`config.mk`:
```
export PLATFORM = sky130hd
export DESIGN_NAME = ffa_ctrl
export DESIGN_NICKNAME = d
export VERILOG_FILES = /design/src/hw/rtl/ffa_pkg.sv /design/src/hw/rtl/ffa_ctrl.sv
export SDC_FILE = /design/constraint.sdc
export NUM_CORES = 1
export LEC_CHECK = 0
export BUFFER_PORTS_ARGS = -buffer_cell sky130_fd_sc_hd__buf_2
export CORE_MARGIN = 2
export CORE_UTILIZATION = 41
export DETAILED_ROUTE_END_ITERATION = 12
export PLACE_DENSITY = 0.61
export SYNTH_ARGS = -nofsm -noshare
export SYNTH_HDL_FRONTEND = slang
export SYNTH_SLANG_ARGS = --single-unit
export TNS_END_PERCENT = 1
```
`constraint.sdc`:
```
create_clock -name clk -period 6 [get_ports clk]
set_input_delay 0.3 -clock clk [delete_from_list [all_inputs] [get_ports clk]]
set_output_delay 0.3 -clock clk [all_outputs]
set_load 0.03 [all_outputs]
```
`src/hw/rtl/ffa_pkg.sv`:
```
// ----------------------------------------------------------------------------
// ffa_pkg: shared constants for the first-fit free-list allocator
// Field widths, request codes and the rounding mask used by the allocator.
// ----------------------------------------------------------------------------
`default_nettype none

package ffa_pkg;

	localparam int MODE_W = 2;
	localparam int REQ_W  = 13;
	localparam int ADDR_W = 12;

	// request codes; code 3 has no meaning and is answered with a null result
	localparam logic [MODE_W-1:0] MODE_ALLOC   = 2'd0;
	localparam logic [MODE_W-1:0] MODE_FREE    = 2'd1;
	localparam logic [MODE_W-1:0] MODE_REALLOC = 2'd2;

	// sizes round up to a multiple of eight bytes
	localparam int ALIGN_MASK = 7;

endpackage

`default_nettype wire

```
`src/hw/rtl/ffa_ctrl.sv`:
```
// ----------------------------------------------------------------------------
// ffa_ctrl: sequencer of the first-fit free-list allocator
// Clears the header memories, walks the free list one header a cycle and
// performs the read-modify-write of headers for allocate, free and reallocate.
// ----------------------------------------------------------------------------
`default_nettype none

module ffa_ctrl #(
	parameter int POOL_BYTES   = 4096,
	parameter int HEADER_BYTES = 16,
	localparam int SLOTS  = POOL_BYTES / 8,
	localparam int SLOT_W = $clog2(SLOTS),
	localparam int SIZE_W = $clog2(POOL_BYTES) + 1,
	localparam int LINK_W = SLOT_W + 1
) (
	input  wire logic                        clk,
	input  wire logic                        arst_n,
	// command side
	input  wire logic                        start,
	output      logic                        busy,
	input  wire logic [ffa_pkg::MODE_W-1:0]  mode,
	input  wire logic [ffa_pkg::REQ_W-1:0]   request_size,
	input  wire logic [ffa_pkg::ADDR_W-1:0]  block_address,
	output      logic                        done,
	output      logic [ffa_pkg::ADDR_W-1:0]  result_address,
	output      logic                        granted,
	output      logic [ffa_pkg::REQ_W-1:0]   copy_length,
	// header memories
	output      logic [SLOT_W-1:0]           rd_addr,
	input  wire logic [SIZE_W-1:0]           size_rdata,
	input  wire logic [LINK_W-1:0]           link_rdata,
	output      logic                        size_we,
	output      logic [SLOT_W-1:0]           size_waddr,
	output      logic [SIZE_W-1:0]           size_wdata,
	output      logic                        link_we,
	output      logic [SLOT_W-1:0]           link_waddr,
	output      logic [LINK_W-1:0]           link_wdata
);

	import ffa_pkg::*;

	localparam int NEED_W = REQ_W + 1;
	localparam int CW     = ((SIZE_W > NEED_W) ? SIZE_W : NEED_W) + 1;
	localparam int SUM_W  = ((SLOT_W > NEED_W) ? SLOT_W : NEED_W) + 2;
	localparam int OFF_W  = SLOT_W + 5;
	localparam bit HDR_ALIGNED = (HEADER_BYTES % 8) == 0;
	localparam int HDR_SLOTS   = HEADER_BYTES / 8;

	typedef enum logic [2:0] {
		ST_CLEAR,
		ST_IDLE,
		ST_RSIZE,
		ST_WALK,
		ST_SPLIT,
		ST_LINK,
		ST_RELEASE
	} state_t;

	state_t              state_q;
	logic [SLOT_W-1:0]   clr_q;
	logic [SLOT_W-1:0]   head_q;
	logic                head_valid_q;
	logic [SLOT_W-1:0]   cur_q;
	logic [SLOT_W-1:0]   prev_q;
	logic                prev_valid_q;
	logic [SLOT_W-1:0]   steps_q;
	logic [SLOT_W-1:0]   slot_q;
	logic [SLOT_W-1:0]   nb_q;
	logic                split_q;
	logic                move_q;
	logic [NEED_W-1:0]   need_q;
	logic [REQ_W-1:0]    req_q;
	logic [ADDR_W-1:0]   addr_q;
	logic [SIZE_W-1:0]   size_q;
	logic [SIZE_W-1:0]   old_q;
	logic [LINK_W-1:0]   link_q;
	logic                done_q;
	logic [ADDR_W-1:0]   result_address_q;
	logic                granted_q;
	logic [REQ_W-1:0]    copy_length_q;

	logic                accept;
	logic [ADDR_W-1:0]   in_off;
	logic                in_slot_ok;
	logic [SLOT_W-1:0]   in_slot;
	logic [NEED_W-1:0]   in_need;
	logic                is_alloc;
	logic                is_free;
	logic                is_resize;
	logic                free_go;
	logic [SLOT_W-1:0]   rd_next;
	logic                rd_next_valid;
	logic                fit;
	logic                big;
	logic [SUM_W-1:0]    nb_sum;
	logic                split_go;
	logic                last_step;
	logic [LINK_W-1:0]   new_link;
	logic [SIZE_W-1:0]   remain;
	logic [ADDR_W-1:0]   grant_addr;

	// ---- request decode ----
	assign accept     = start && (state_q == ST_IDLE);
	assign in_off     = block_address - ADDR_W'(HEADER_BYTES);
	assign in_slot_ok = (32'(block_address) >= 32'(HEADER_BYTES))
		&& (in_off[2:0] == 3'b000)
		&& (32'(in_off >> 3) < 32'(SLOTS));
	assign in_slot    = SLOT_W'(in_off >> 3);
	assign in_need    = (NEED_W'(request_size) + NEED_W'(ALIGN_MASK)) & ~NEED_W'(ALIGN_MASK);
	assign is_alloc   = (mode == MODE_ALLOC)
		|| ((mode == MODE_REALLOC) && (block_address == '0));
	assign is_free    = (mode == MODE_FREE)
		|| ((mode == MODE_REALLOC) && (block_address != '0) && (request_size == '0));
	assign is_resize  = (mode == MODE_REALLOC) && (block_address != '0)
		&& (request_size != '0);
	assign free_go    = accept && is_free && in_slot_ok;

	// ---- walk decode on the header just read ----
	assign rd_next       = link_rdata[SLOT_W-1:0];
	assign rd_next_valid = link_rdata[SLOT_W];
	assign fit       = CW'(size_rdata) >= CW'(need_q);
	assign big       = CW'(size_rdata) > (CW'(need_q) + CW'(HEADER_BYTES));
	assign nb_sum    = SUM_W'(cur_q) + SUM_W'(HDR_SLOTS) + SUM_W'(need_q >> 3);
	assign split_go  = HDR_ALIGNED && big && (nb_sum < SUM_W'(SLOTS));
	assign last_step = steps_q == SLOT_W'(SLOTS - 1);

	assign new_link   = split_q ? {1'b1, nb_q} : link_q;
	assign remain     = SIZE_W'(CW'(size_q) - CW'(need_q) - CW'(HEADER_BYTES));
	assign grant_addr = ADDR_W'((OFF_W'(cur_q) << 3) + OFF_W'(HEADER_BYTES));

	// ---- memory ports ----
	always_comb begin
		rd_addr    = cur_q;
		size_we    = 1'b0;
		size_waddr = cur_q;
		size_wdata = SIZE_W'(need_q);
		link_we    = 1'b0;
		link_waddr = slot_q;
		link_wdata = {head_valid_q, head_q};
		case (state_q)
			ST_CLEAR: begin
				size_we    = 1'b1;
				size_waddr = clr_q;
				size_wdata = (clr_q == '0) ? SIZE_W'(POOL_BYTES - HEADER_BYTES) : '0;
				link_we    = 1'b1;
				link_waddr = clr_q;
				link_wdata = '0;
			end
			ST_IDLE: begin
				rd_addr    = is_resize ? in_slot : head_q;
				link_we    = free_go;
				link_waddr = in_slot;
			end
			ST_RSIZE: begin
				rd_addr = head_q;
			end
			ST_WALK: begin
				rd_addr = rd_next;
			end
			ST_SPLIT: begin
				size_we    = 1'b1;
				size_waddr = nb_q;
				size_wdata = remain;
				link_we    = 1'b1;
				link_waddr = nb_q;
				link_wdata = link_q;
			end
			ST_LINK: begin
				size_we    = 1'b1;
				link_we    = prev_valid_q;
				link_waddr = prev_q;
				link_wdata = new_link;
			end
			ST_RELEASE: begin
				link_we = 1'b1;
			end
			default: begin
				rd_addr = cur_q;
			end
		endcase
	end

	// ---- sequencer ----
	always_ff @(posedge clk or negedge arst_n) begin
		if (!arst_n) begin
			state_q          <= ST_CLEAR;
			clr_q            <= '0;
			head_q           <= '0;
			head_valid_q     <= 1'b1;
			cur_q            <= '0;
			prev_q           <= '0;
			prev_valid_q     <= 1'b0;
			steps_q          <= '0;
			slot_q           <= '0;
			nb_q             <= '0;
			split_q          <= 1'b0;
			move_q           <= 1'b0;
			need_q           <= '0;
			req_q            <= '0;
			addr_q           <= '0;
			size_q           <= '0;
			old_q            <= '0;
			link_q           <= '0;
			done_q           <= 1'b0;
			result_address_q <= '0;
			granted_q        <= 1'b0;
			copy_length_q    <= '0;
		end else begin
			done_q <= 1'b0;
			case (state_q)
				ST_CLEAR: begin
					clr_q <= clr_q + 1'b1;
					if (clr_q == SLOT_W'(SLOTS - 1)) begin
						state_q <= ST_IDLE;
					end
				end
				ST_IDLE: begin
					if (accept) begin
						req_q        <= request_size;
						addr_q       <= block_address;
						need_q       <= in_need;
						slot_q       <= in_slot;
						prev_valid_q <= 1'b0;
						steps_q      <= '0;
						cur_q        <= head_q;
						move_q       <= 1'b0;
						if (is_alloc && head_valid_q) begin
							state_q <= ST_WALK;
						end else if (is_resize && in_slot_ok) begin
							state_q <= ST_RSIZE;
						end else begin
							done_q           <= 1'b1;
							result_address_q <= '0;
							granted_q        <= 1'b0;
							copy_length_q    <= '0;
							if (free_go) begin
								head_q       <= in_slot;
								head_valid_q <= 1'b1;
							end
						end
					end
				end
				ST_RSIZE: begin
					old_q <= size_rdata;
					if (CW'(size_rdata) >= CW'(req_q)) begin
						done_q           <= 1'b1;
						result_address_q <= addr_q;
						granted_q        <= 1'b1;
						copy_length_q    <= '0;
						state_q          <= ST_IDLE;
					end else if (head_valid_q) begin
						move_q  <= 1'b1;
						cur_q   <= head_q;
						state_q <= ST_WALK;
					end else begin
						done_q           <= 1'b1;
						result_address_q <= '0;
						granted_q        <= 1'b0;
						copy_length_q    <= '0;
						state_q          <= ST_IDLE;
					end
				end
				ST_WALK: begin
					if (fit) begin
						size_q  <= size_rdata;
						link_q  <= link_rdata;
						split_q <= split_go;
						nb_q    <= SLOT_W'(nb_sum);
						state_q <= split_go ? ST_SPLIT : ST_LINK;
					end else if (!rd_next_valid || last_step) begin
						done_q           <= 1'b1;
						result_address_q <= '0;
						granted_q        <= 1'b0;
						copy_length_q    <= '0;
						state_q          <= ST_IDLE;
					end else begin
						prev_q       <= cur_q;
						prev_valid_q <= 1'b1;
						cur_q        <= rd_next;
						steps_q      <= steps_q + 1'b1;
					end
				end
				ST_SPLIT: begin
					state_q <= ST_LINK;
				end
				ST_LINK: begin
					if (!prev_valid_q) begin
						head_q       <= new_link[SLOT_W-1:0];
						head_valid_q <= new_link[SLOT_W];
					end
					if (move_q) begin
						state_q <= ST_RELEASE;
					end else begin
						done_q           <= 1'b1;
						result_address_q <= grant_addr;
						granted_q        <= 1'b1;
						copy_length_q    <= '0;
						state_q          <= ST_IDLE;
					end
				end
				ST_RELEASE: begin
					head_q           <= slot_q;
					head_valid_q     <= 1'b1;
					done_q           <= 1'b1;
					result_address_q <= grant_addr;
					granted_q        <= 1'b1;
					copy_length_q    <= REQ_W'(old_q);
					state_q          <= ST_IDLE;
				end
				default: begin
					state_q <= ST_IDLE;
				end
			endcase
		end
	end

	assign busy           = state_q != ST_IDLE;
	assign done           = done_q;
	assign result_address = result_address_q;
	assign granted        = granted_q;
	assign copy_length    = copy_length_q;

	// ---- checks ----
	a_free_sets_head: assert property (@(posedge clk) disable iff (!arst_n)
		(state_q == ST_IDLE) && link_we |=> head_valid_q)
		else $error("free did not leave a valid list head");

	a_prev_after_step: assert property (@(posedge clk) disable iff (!arst_n)
		(state_q == ST_WALK) && prev_valid_q |-> (steps_q != '0))
		else $error("walk has a predecessor but no step taken");

	a_null_result: assert property (@(posedge clk) disable iff (!arst_n)
		done_q && !granted_q |-> (result_address_q == '0) && (copy_length_q == '0))
		else $error("refused request carries a non-zero payload");

	a_size_write_state: assert property (@(posedge clk) disable iff (!arst_n)
		size_we |-> (state_q == ST_CLEAR) || (state_q == ST_SPLIT) || (state_q == ST_LINK))
		else $error("size memory written outside clear or commit");

	a_split_beyond_cur: assert property (@(posedge clk) disable iff (!arst_n)
		(state_q == ST_SPLIT) |-> (nb_q != cur_q))
		else $error("split header lands on the block being granted");

endmodule

`default_nettype wire

```
After elaboration in Yosys (flattened, before gate mapping). Cells that the tools add are included.

Muxes and demuxes: 86. Bitwise operators: 2. Reductions and logical operators: 40. $lt $le $gt $ge: 6. Add/subtract/negate cells: 10. Eq/ne operators: 26.

Operators by type and width (number): 2-to-1 mux 9 bit (14); 2-to-1 mux 12 bit (9); 2-to-1 mux 13 bit (8); one-hot mux 9 bit (3 select lines) (3); one-hot mux 13 bit (5 select lines) (1); one-hot mux 12 bit (5 select lines) (1); one-hot mux 9 bit (2 select lines) (2); one-hot mux 9 bit (4 select lines) (1); one-hot mux 10 bit (3 select lines) (1); 2-to-1 mux 1 bit (28); one-hot mux 13 bit (2 select lines) (1); != test 2 bit, second input constant (12); 2-to-1 mux 3 bit (7); adder 9 x 1 -> 9 bit, second input constant (2); == test 9 bit, second input constant (2); one-hot mux 3 bit (6 select lines) (1); adder 14 x 5 -> 15 bit, second input constant (1); > comparator 13 x 15 -> 1 bit (1); adder 13 x 3 -> 14 bit, second input constant (1); >= comparator 13 x 14 -> 1 bit (1); >= comparator 13 bit (1); logical NOT 13 bit (1); nonzero test 13 bit (1); subtractor 13 bit (1); other kinds (38) (69).

Bits of input ports: 53. Bits in registers: 169. Logic and storage cells: 192.

Logic depth before layout (Yosys ltp). Gate-level depths: netlist of the first run.

Depth in word-level cells: 11. Mapped depth: 12. Depth with buffers taken out: 12.

Least setup slack after synthesis of the first run. OpenSTA, ideal clock, no wires.

Path kind: register to register. Start: reg need_q[4]. End: reg state_q[0]. Path buffers: 0. Data arrival time: 2.793 ns. Cell stages (with the launch flop): 12. Slack: 3.081 ns. Setup time: 0.126 ns. Data required time: 5.874 ns. Path through: dfrtp_1 -> inv_1 -> ha_1 -> inv_1 -> ha_1 -> fa_1 -> a21oi_1 -> o21ai_0 -> a211o_1 -> a2111oi_0 -> nor2_1 -> o32a_1.

Cells in the longest elaborated chain, start to end: 6. Elaborated cells between the ends (all ways): 11. Those cells by class: add/sub (2); order compare (3); eq/ne (1); mux (3); reduce/logical (2).

RTL lines: start: declaration (line ffa_ctrl.sv:71) `logic [NEED_W-1:0] need_q;`; start signal: assignment (line ffa_ctrl.sv:221) `need_q <= in_need;`; adder 14 x 5 -> 15 bit / adder 10 x 11 -> 12 bit (equally long branches) (line ffa_ctrl.sv:122, ffa_ctrl.sv:123); > comparator 13 x 15 -> 1 bit / < comparator 12 x 10 -> 1 bit (equally long branches) (line ffa_ctrl.sv:122, ffa_ctrl.sv:124); logical AND 1 bit (line ffa_ctrl.sv:124) `assign split_go = HDR_ALIGNED && big && (nb_sum < SUM_W'(SLOTS));`; 2-to-1 mux 1 bit (line ffa_ctrl.sv:269) `state_q <= split_go ? ST_SPLIT : ST_LINK;`; 2-to-1 mux 3 bit (line ffa_ctrl.sv:264) `if (fit) begin`; one-hot mux 3 bit (6 select lines) (line ffa_ctrl.sv:210) `case (state_q)`; end signal: assignment (line ffa_ctrl.sv:269); end: declaration (line ffa_ctrl.sv:59) `state_t state_q;`.

Parallel ways exist; a longest one is shown, timed or not. A chain may end at the register's enable or synchronous reset.

Final worst setup path of the first run.
Start: reg state_q[1]. End: out size_wdata[10].

Cells in the longest elaborated chain, start to end: 2. Elaborated cells between the ends (all ways): 3. Those cells by class: eq/ne (1); mux (1); reduce/logical (1).

RTL lines: == test 3 bit / logical NOT 3 bit (equally long branches) (line ffa_ctrl.sv:140) `case (state_q)`; one-hot mux 13 bit (2 select lines) * (line ffa_ctrl.sv:140); end: declaration (line ffa_ctrl.sv:34) `output logic [SIZE_W-1:0] size_wdata,`.

Mark *: on every way between the ends. The rest lies on a longest branch, timed or not.

==> metrics, run 1 <==
synth cell count leaders=212 x nand2_1, 167 x dfrtp_1, 109 x o21ai_0; row cnt=59; RD Place Congestion=0.917; core box area=26100 um^2; later-pin clock latency in the skew report=0.44 ns; nets@finish=1435; clock share of power=0.144; Detailed Route WL=33300 um; CP arrival=3.35 ns; Avg Inst Size Synth=9.04 um^2; kind of critical path=flop to output port; antenna violations before repair=1; Die Width=167 um; Synth Register Bits=168; synth top area cells=dfrtp_1 38%, ha_1 9.0%, nand2_1 7.3%, mux2_2 5.7%, o21ai_0 5.0%; Worst Path Required=5.70 ns; post-synth top area share=0.385; most frequent cell after synthesis=nand2_1; Tmin final=3.65 ns; max_cap viols=0; ANT cells=0; Setup TNS=0 ns; Final period util=0.609; Total Routing Usage GR=0.238; layout cell share with drive strength beyond 1=0.188; Initial Utilization=0.417; synth warn=0; TritonCTS Buffers=17; Post-synth top flop=dfrtp_1; Synth Cell Area=10900 um^2; # H-tree levels=4; library cells used by synthesis=79; Post-CTS Setup Inserts=0; NetSw=0.00387 W; crit-path max FO=37; number of flops mapped to enable cells by yosys=0; unrepaired setup endpoints after global routing=no; Synth Instances=1202; Finish-stage setup viols=0; global-route wire length before repair=51900 um; maximum clock rate=274 MHz; syn nets=1334; Rel. slew slack=0.287; drt first pass iters=9; maximum clock path buffer count=2; part of the power in combinational logic=0.580; buffers added on ports=132; TritonCTS clock tree=built; Clock transition at path regs=0.08 ns; worst-margin pin slew=1.07 ns; LEAKAGE=5.97 nW; post-detail-place hpwl=24700 um; CP Launch Type=flop; Resize count post-CTS=0; die area=27800 um^2; Worst Setup End Kind=output port; die height=167 um; ys async rst share=1.00; root buf cell=clkbuf_16; overflow left after global routing=0; drt drc=0; Fin. Hold Viols=1; leading area contributor after synthesis=dfrtp_1; Min Hold Slack=-0.00233 ns; DR WL/cell=20.2 um; routed vias=9429; VDD IR max=445 uV; area grow syn2layout=14.0%; initial drt markers=1008; Hold Crit Class=input port to asynchronous set/reset pin; I/O pin count=133; Sw Ratio=0.501; sequential fraction of the synthesis area=0.387; vias in the first global route=8954; Setup Skew=0.0199 ns; Int Pwr=0.00385 W; Final Max Tran Viols=0; failing checks=hold timing; Post-CTS Hold Buffers=0; outcome=finished with violations; ANT nets after route=0; sequential share of power=0.276; DR vias/cell=5.71; Power per Cell Area=623 nW/um^2; Num Clock Sinks=168; largest net degree at the start of global routing=108
[power groups by stage]
stage / clock network [W] / logic, W / registers, W
floorplan: 0 / 0.00326 / 0.00201
global placement: 0 / 0.00440 / 0.00212
detailed placement: 0 / 0.00442 / 0.00214
CTS: 0.00113 / 0.00445 / 0.00212
global route: 0.00117 / 0.00492 / 0.00218
finish: 0.00111 / 0.00447 / 0.00213
[flip-flops by register name (all words and copies together) (netlist names), 3 cells and up]
signal,cells
steps_q,9
addr_q,11
cur_q,9
result_address,12
link_q,10
slot_q,9
req_q,13
size_q,13
copy_length,13
head_q,9
state_q,3
prev_q,9
old_q,13
nb_q,9
clr_q,9
need_q,11
[metrics by stage]
| step | setup WS, ns | instances | cell area, um^2 | util | power [W] |
|---|---|---|---|---|---|
| after floorplan | 3.08 | 1202 | 10900 | - | 0.00527 |
| after global placement | 2.71 | 1619 | 11800 | 0.452 | 0.00652 |
| after detailed placement | 2.59 | 1619 | 11800 | 0.452 | 0.00656 |
| after CTS | 2.40 | 1651 | 12400 | 0.475 | 0.00769 |
| after global routing | 2.14 | 1651 | 12400 | 0.475 | 0.00828 |
| final | 2.35 | 1651 | 12400 | 0.475 | 0.00772 |
[cell type report]
| class | instances | area (um^2) |
|---|---|---|
| flip-flops and latches | 168 | 4210 |
| fillers | 2519 | 13700 |
| multi-input cells | 891 | 6100 |
| clock inverters | 15 | 170 |
| inverters | 82 | 308 |
| repair buffers | 143 | 749 |
| well taps | 335 | 419 |
| clock buffers | 17 | 425 |
[cells by family (layout without fill, tap and decap cells)]
family / count (synthesis) / after routing / share of synthesized area
AO/OA/AOI/OAI: 280 / 280 / 0.175
XOR/XNOR: 48 / 48 / 0.0387
adder cells (fa/ha/maj): 79 / 79 / 0.0917
buffers and inverters: 143 / 257 / 0.0520
flip-flops: 168 / 168 / 0.387
multiplexers: 93 / 93 / 0.0925
AND/OR/NAND/NOR: 391 / 391 / 0.163
[worst paths after layout]
path / endpoint / from / slack, ns / depth (start not counted)
setup / recovery: size_wdata[10] / state_q[1]$_DFFE_PN0P_ / 2.35 / 7
hold / removal: clr_q[4]$_DFFE_PN0P_ / arst_n / -0.002 / 1
setup reg to reg: state_q[0]$_DFFE_PN0P_ / need_q[4]$_DFFE_PN0P_ / 2.56 / 11
hold reg to reg: addr_q[8]$_DFFE_PN0P_ / addr_q[8]$_DFFE_PN0P_ / 0.48 / 2
max in group asynchronous: steps_q[8]$_DFFE_PN0P_ / arst_n / 4.56 / 2
min in group clk: addr_q[0]$_DFFE_PN0P_ / block_address[0] / 0.09 / 3
[cell usage in the layout, fill, tap and decap left out, types with 20 or more instances in the layout]
master	netlist	routed
a22o_1	24	24
xor2_1	20	20
ha_1	78	78
inv_1	81	81
mux2i_1	37	37
buf_2	2	131
nand2b_1	20	20
o21ai_0	109	109
nand2_1	212	212
xnor2_1	28	28
a21oi_1	27	26
dfrtp_1	167	166
nor2_1	60	60
mux2_2	55	55
[per-layer routing]
layer | up-vias | track usage | routed length, um | part of all wire
li1 | 4460 | - | - | -
met1 | 4589 | 0.343 | 15600 | 0.47
met2 | 336 | 0.373 | 15000 | 0.45
met3 | 42 | 0.0402 | 2050 | 0.062
met4 | 2 | 0.0626 | 676 | 0.020
met5 | - | 0 | 17 | 0.00051
[critical path, stage by stage (launching register included)]
cell and delay, ns:
dfrtp_1 0.43, buf_4 0.29, or2_2 0.55, nor2_1 0.62, nand3_1 0.43, a21boi_0 0.25, o31ai_1 0.09, buf_2 0.23
(Power assumes the default switching activity.)
==> inputs of run 2 (changes only) <==
==> constraint.sdc (replaced) <==
create_clock -name clk -period 3.8 [get_ports clk]
set_input_delay 0.19 -clock clk [delete_from_list [all_inputs] [get_ports clk]]
set_output_delay 0.19 -clock clk [all_outputs]
set_load 0.03 [all_outputs]
==> metrics, run 2 (same netlist as run 1, synthesis figures left out) <==
outcome=finished, final reports clean; core box area=26100 um^2 (unchanged); antenna violations before repair=1 (unchanged); crit-path cells=inv_1 -> ha_1 -> ha_1 -> o21a_1 -> o21a_1 -> o21ai_0 -> a211o_1 -> a311o_1 -> xor2_1 -> o211ai_1 -> buf_2; routed vias=9560 (+1.4%); post-detail-place hpwl=25300 um (+2.3%); CP Launch Type=flop; initial drt markers=859 (-15%); overflow left after global routing=0 (unchanged); drt first pass iters=6 (-3); CP arrival=3.24 ns (-0.11 ns); largest net degree at the start of global routing=73 (-32%); Final Max Tran Viols=0 (unchanged); LEAKAGE=6.09 nW (+2.0%); Rel. slew slack=0.477 (+0.190); DR top layer=met5; hold-critical path depth=3; critical path depth in cells=11 (+4); Tmin final=3.43 ns; Num Clock Sinks=168 (unchanged); Resize count post-CTS=0 (unchanged); Crit path largest cell delay=0.43 ns (-0.19 ns); row cnt=59 (unchanged); Initial Utilization=0.417 (unchanged); nets@finish=1462 (+1.9%); Clock transition at path regs=0.08 ns (about the same); Total Routing Usage GR=0.244 (+0.00575); DR vias/cell=5.70 (-0.24%); Die Width=167 um (unchanged); Met3 Wirelength=2080 um (+1.3%); unrepaired setup endpoints after global routing=no; I/O pin count=133 (unchanged); most common cell after layout, fill and taps aside=nand2_1; met2 WL=15900 um (+6.1%); # fillers=2538 (+0.75%); # H-tree levels=4 (unchanged); R2R setup slack=0.52 ns (-2.04 ns); Post-CTS Setup Inserts=0 (unchanged); R2R depth=11 (unchanged); RD Place Congestion=0.906 (-1.1%); WL met1=15000 um (-3.6%); utilization after layout=0.484 (+0.00893); Finish-stage setup viols=0 (unchanged); Final period util=0.902; Setup TNS=0 ns (unchanged); TritonCTS clock tree=built; Post-CTS Hold Buffers=13 (+13); VDD IR max=639 uV (+43%); worst-margin pin slew=0.782 ns (-0.286 ns); final worst slack=0.372 ns (-1.98 ns); Fin. Hold Viols=0 (-1); later-pin clock latency in the skew report=0.44 ns (about the same); maximum clock path buffer count=2 (unchanged); max_cap viols=0 (unchanged); area grow syn2layout=16.1%; crit-path max FO=4 (-89%); kind of critical path=flop to output port; Worst Path Buf+Inv=2 (unchanged); drt drc=0 (unchanged); Detailed Route WL=33900 um (+1.6%); buffers added on ports=132 (unchanged); ANT cells=0 (unchanged); ANT nets after route=0 (unchanged); die area=27800 um^2 (unchanged); die height=167 um (unchanged); global-route wire length before repair=53300 um (+2.7%); Power per Cell Area=974 nW/um^2 (+56%); Hold Crit Class=input port to flop; most frequent cells in the layout=212 x nand2_1, 166 x dfrtp_1, 131 x buf_2; layout cell share with drive strength beyond 1=0.195 (+0.00664); maximum clock rate=292 MHz; pre-CTS setup slack=0.511 ns (-2.07 ns); DR WL/cell=20.2 um (about the same); largest delay contributor family on the critical path=compound AO/OA/AOI/OAI gates; root buf cell=clkbuf_16; vias in the first global route=9230 (+3.1%); Worst Setup End Kind=output port; Setup Skew=0.0107 ns (-0.00915 ns); Worst Path Required=3.61 ns (-2.09 ns); cell with the largest stage delay on the worst path=dfrtp_1; TritonCTS Buffers=17 (unchanged)
[run 2: changes by cell type in the layout (fill, tap and decap cells not counted)]
cell,previous run,this run
buf_4,11,24
buf_12,0,1
clkinv_2,0,1
clkinvlp_4,1,2
clkinv_8,3,2
dlygate4sd3_1,0,13
inv_8,7,6
[run 2: final timing paths]
check                                 startpoint                     end
setup / recovery           need_q[3]$_DFFE_PN0P_          size_wdata[11]
hold / removal                   request_size[2]    req_q[2]$_DFFE_PN0P_
setup reg to reg           need_q[4]$_DFFE_PN0P_  state_q[0]$_DFFE_PN0P_
hold reg to reg             req_q[0]$_DFFE_PN0P_    req_q[0]$_DFFE_PN0P_
max in group asynchronous                 arst_n    req_q[7]$_DFFE_PN0P_
min in group asynchronous                 arst_n   link_q[5]$_DFFE_PN0P_
[run 2: power by group]
part,switching (W),internal [W]
Combinational,0.00450,0.00273
Sequential,0.000761,0.00254
Clock,0.000879,0.000880
Total,0.00614,0.00615
[run 2: cell type report]
cell class | instances | area, um^2 | share of cell area
sequential | 168 | 4210 | 0.333
multi-input combinational | 891 | 6100 | 0.484
clock inverter | 15 | 155 | 0.0123
inverter | 82 | 308 | 0.0244
timing repair buffer | 170 | 997 | 0.0790
tap | 335 | 419 | 0.0332
clock buffer | 17 | 425 | 0.0337
[run 2: metal layers]
layer  up-vias  global-route usage
met3        48              0.0435
met4         2              0.0802
met1      4694               0.333
met5         -                   0
met2       320               0.394
li1       4496                   -
[run 2: through the flow]
stage               hold slack (ns)  instances  power [W]  cell area (um^2)
floorplan                    -0.106       1202    0.00833             10900
global placement              0.268       1633     0.0104             11900
detailed placement            0.259       1633     0.0105             11900
CTS                         0.00111       1678     0.0123             12600
global route                0.00934       1678     0.0132             12600
finish                      0.00892       1678     0.0123             12600
[run 2: worst register-to-register path, stage by stage, from the launching register on]
cell and delay (ns):
dfrtp_1 0.49, inv_1 0.12, ha_1 0.28, inv_1 0.04, ha_1 0.21, fa_1 0.41, a21oi_1 0.19, o21ai_0 0.21
a211o_1 0.33, a2111oi_0 0.49, nor2_1 0.08, o32a_1 0.30
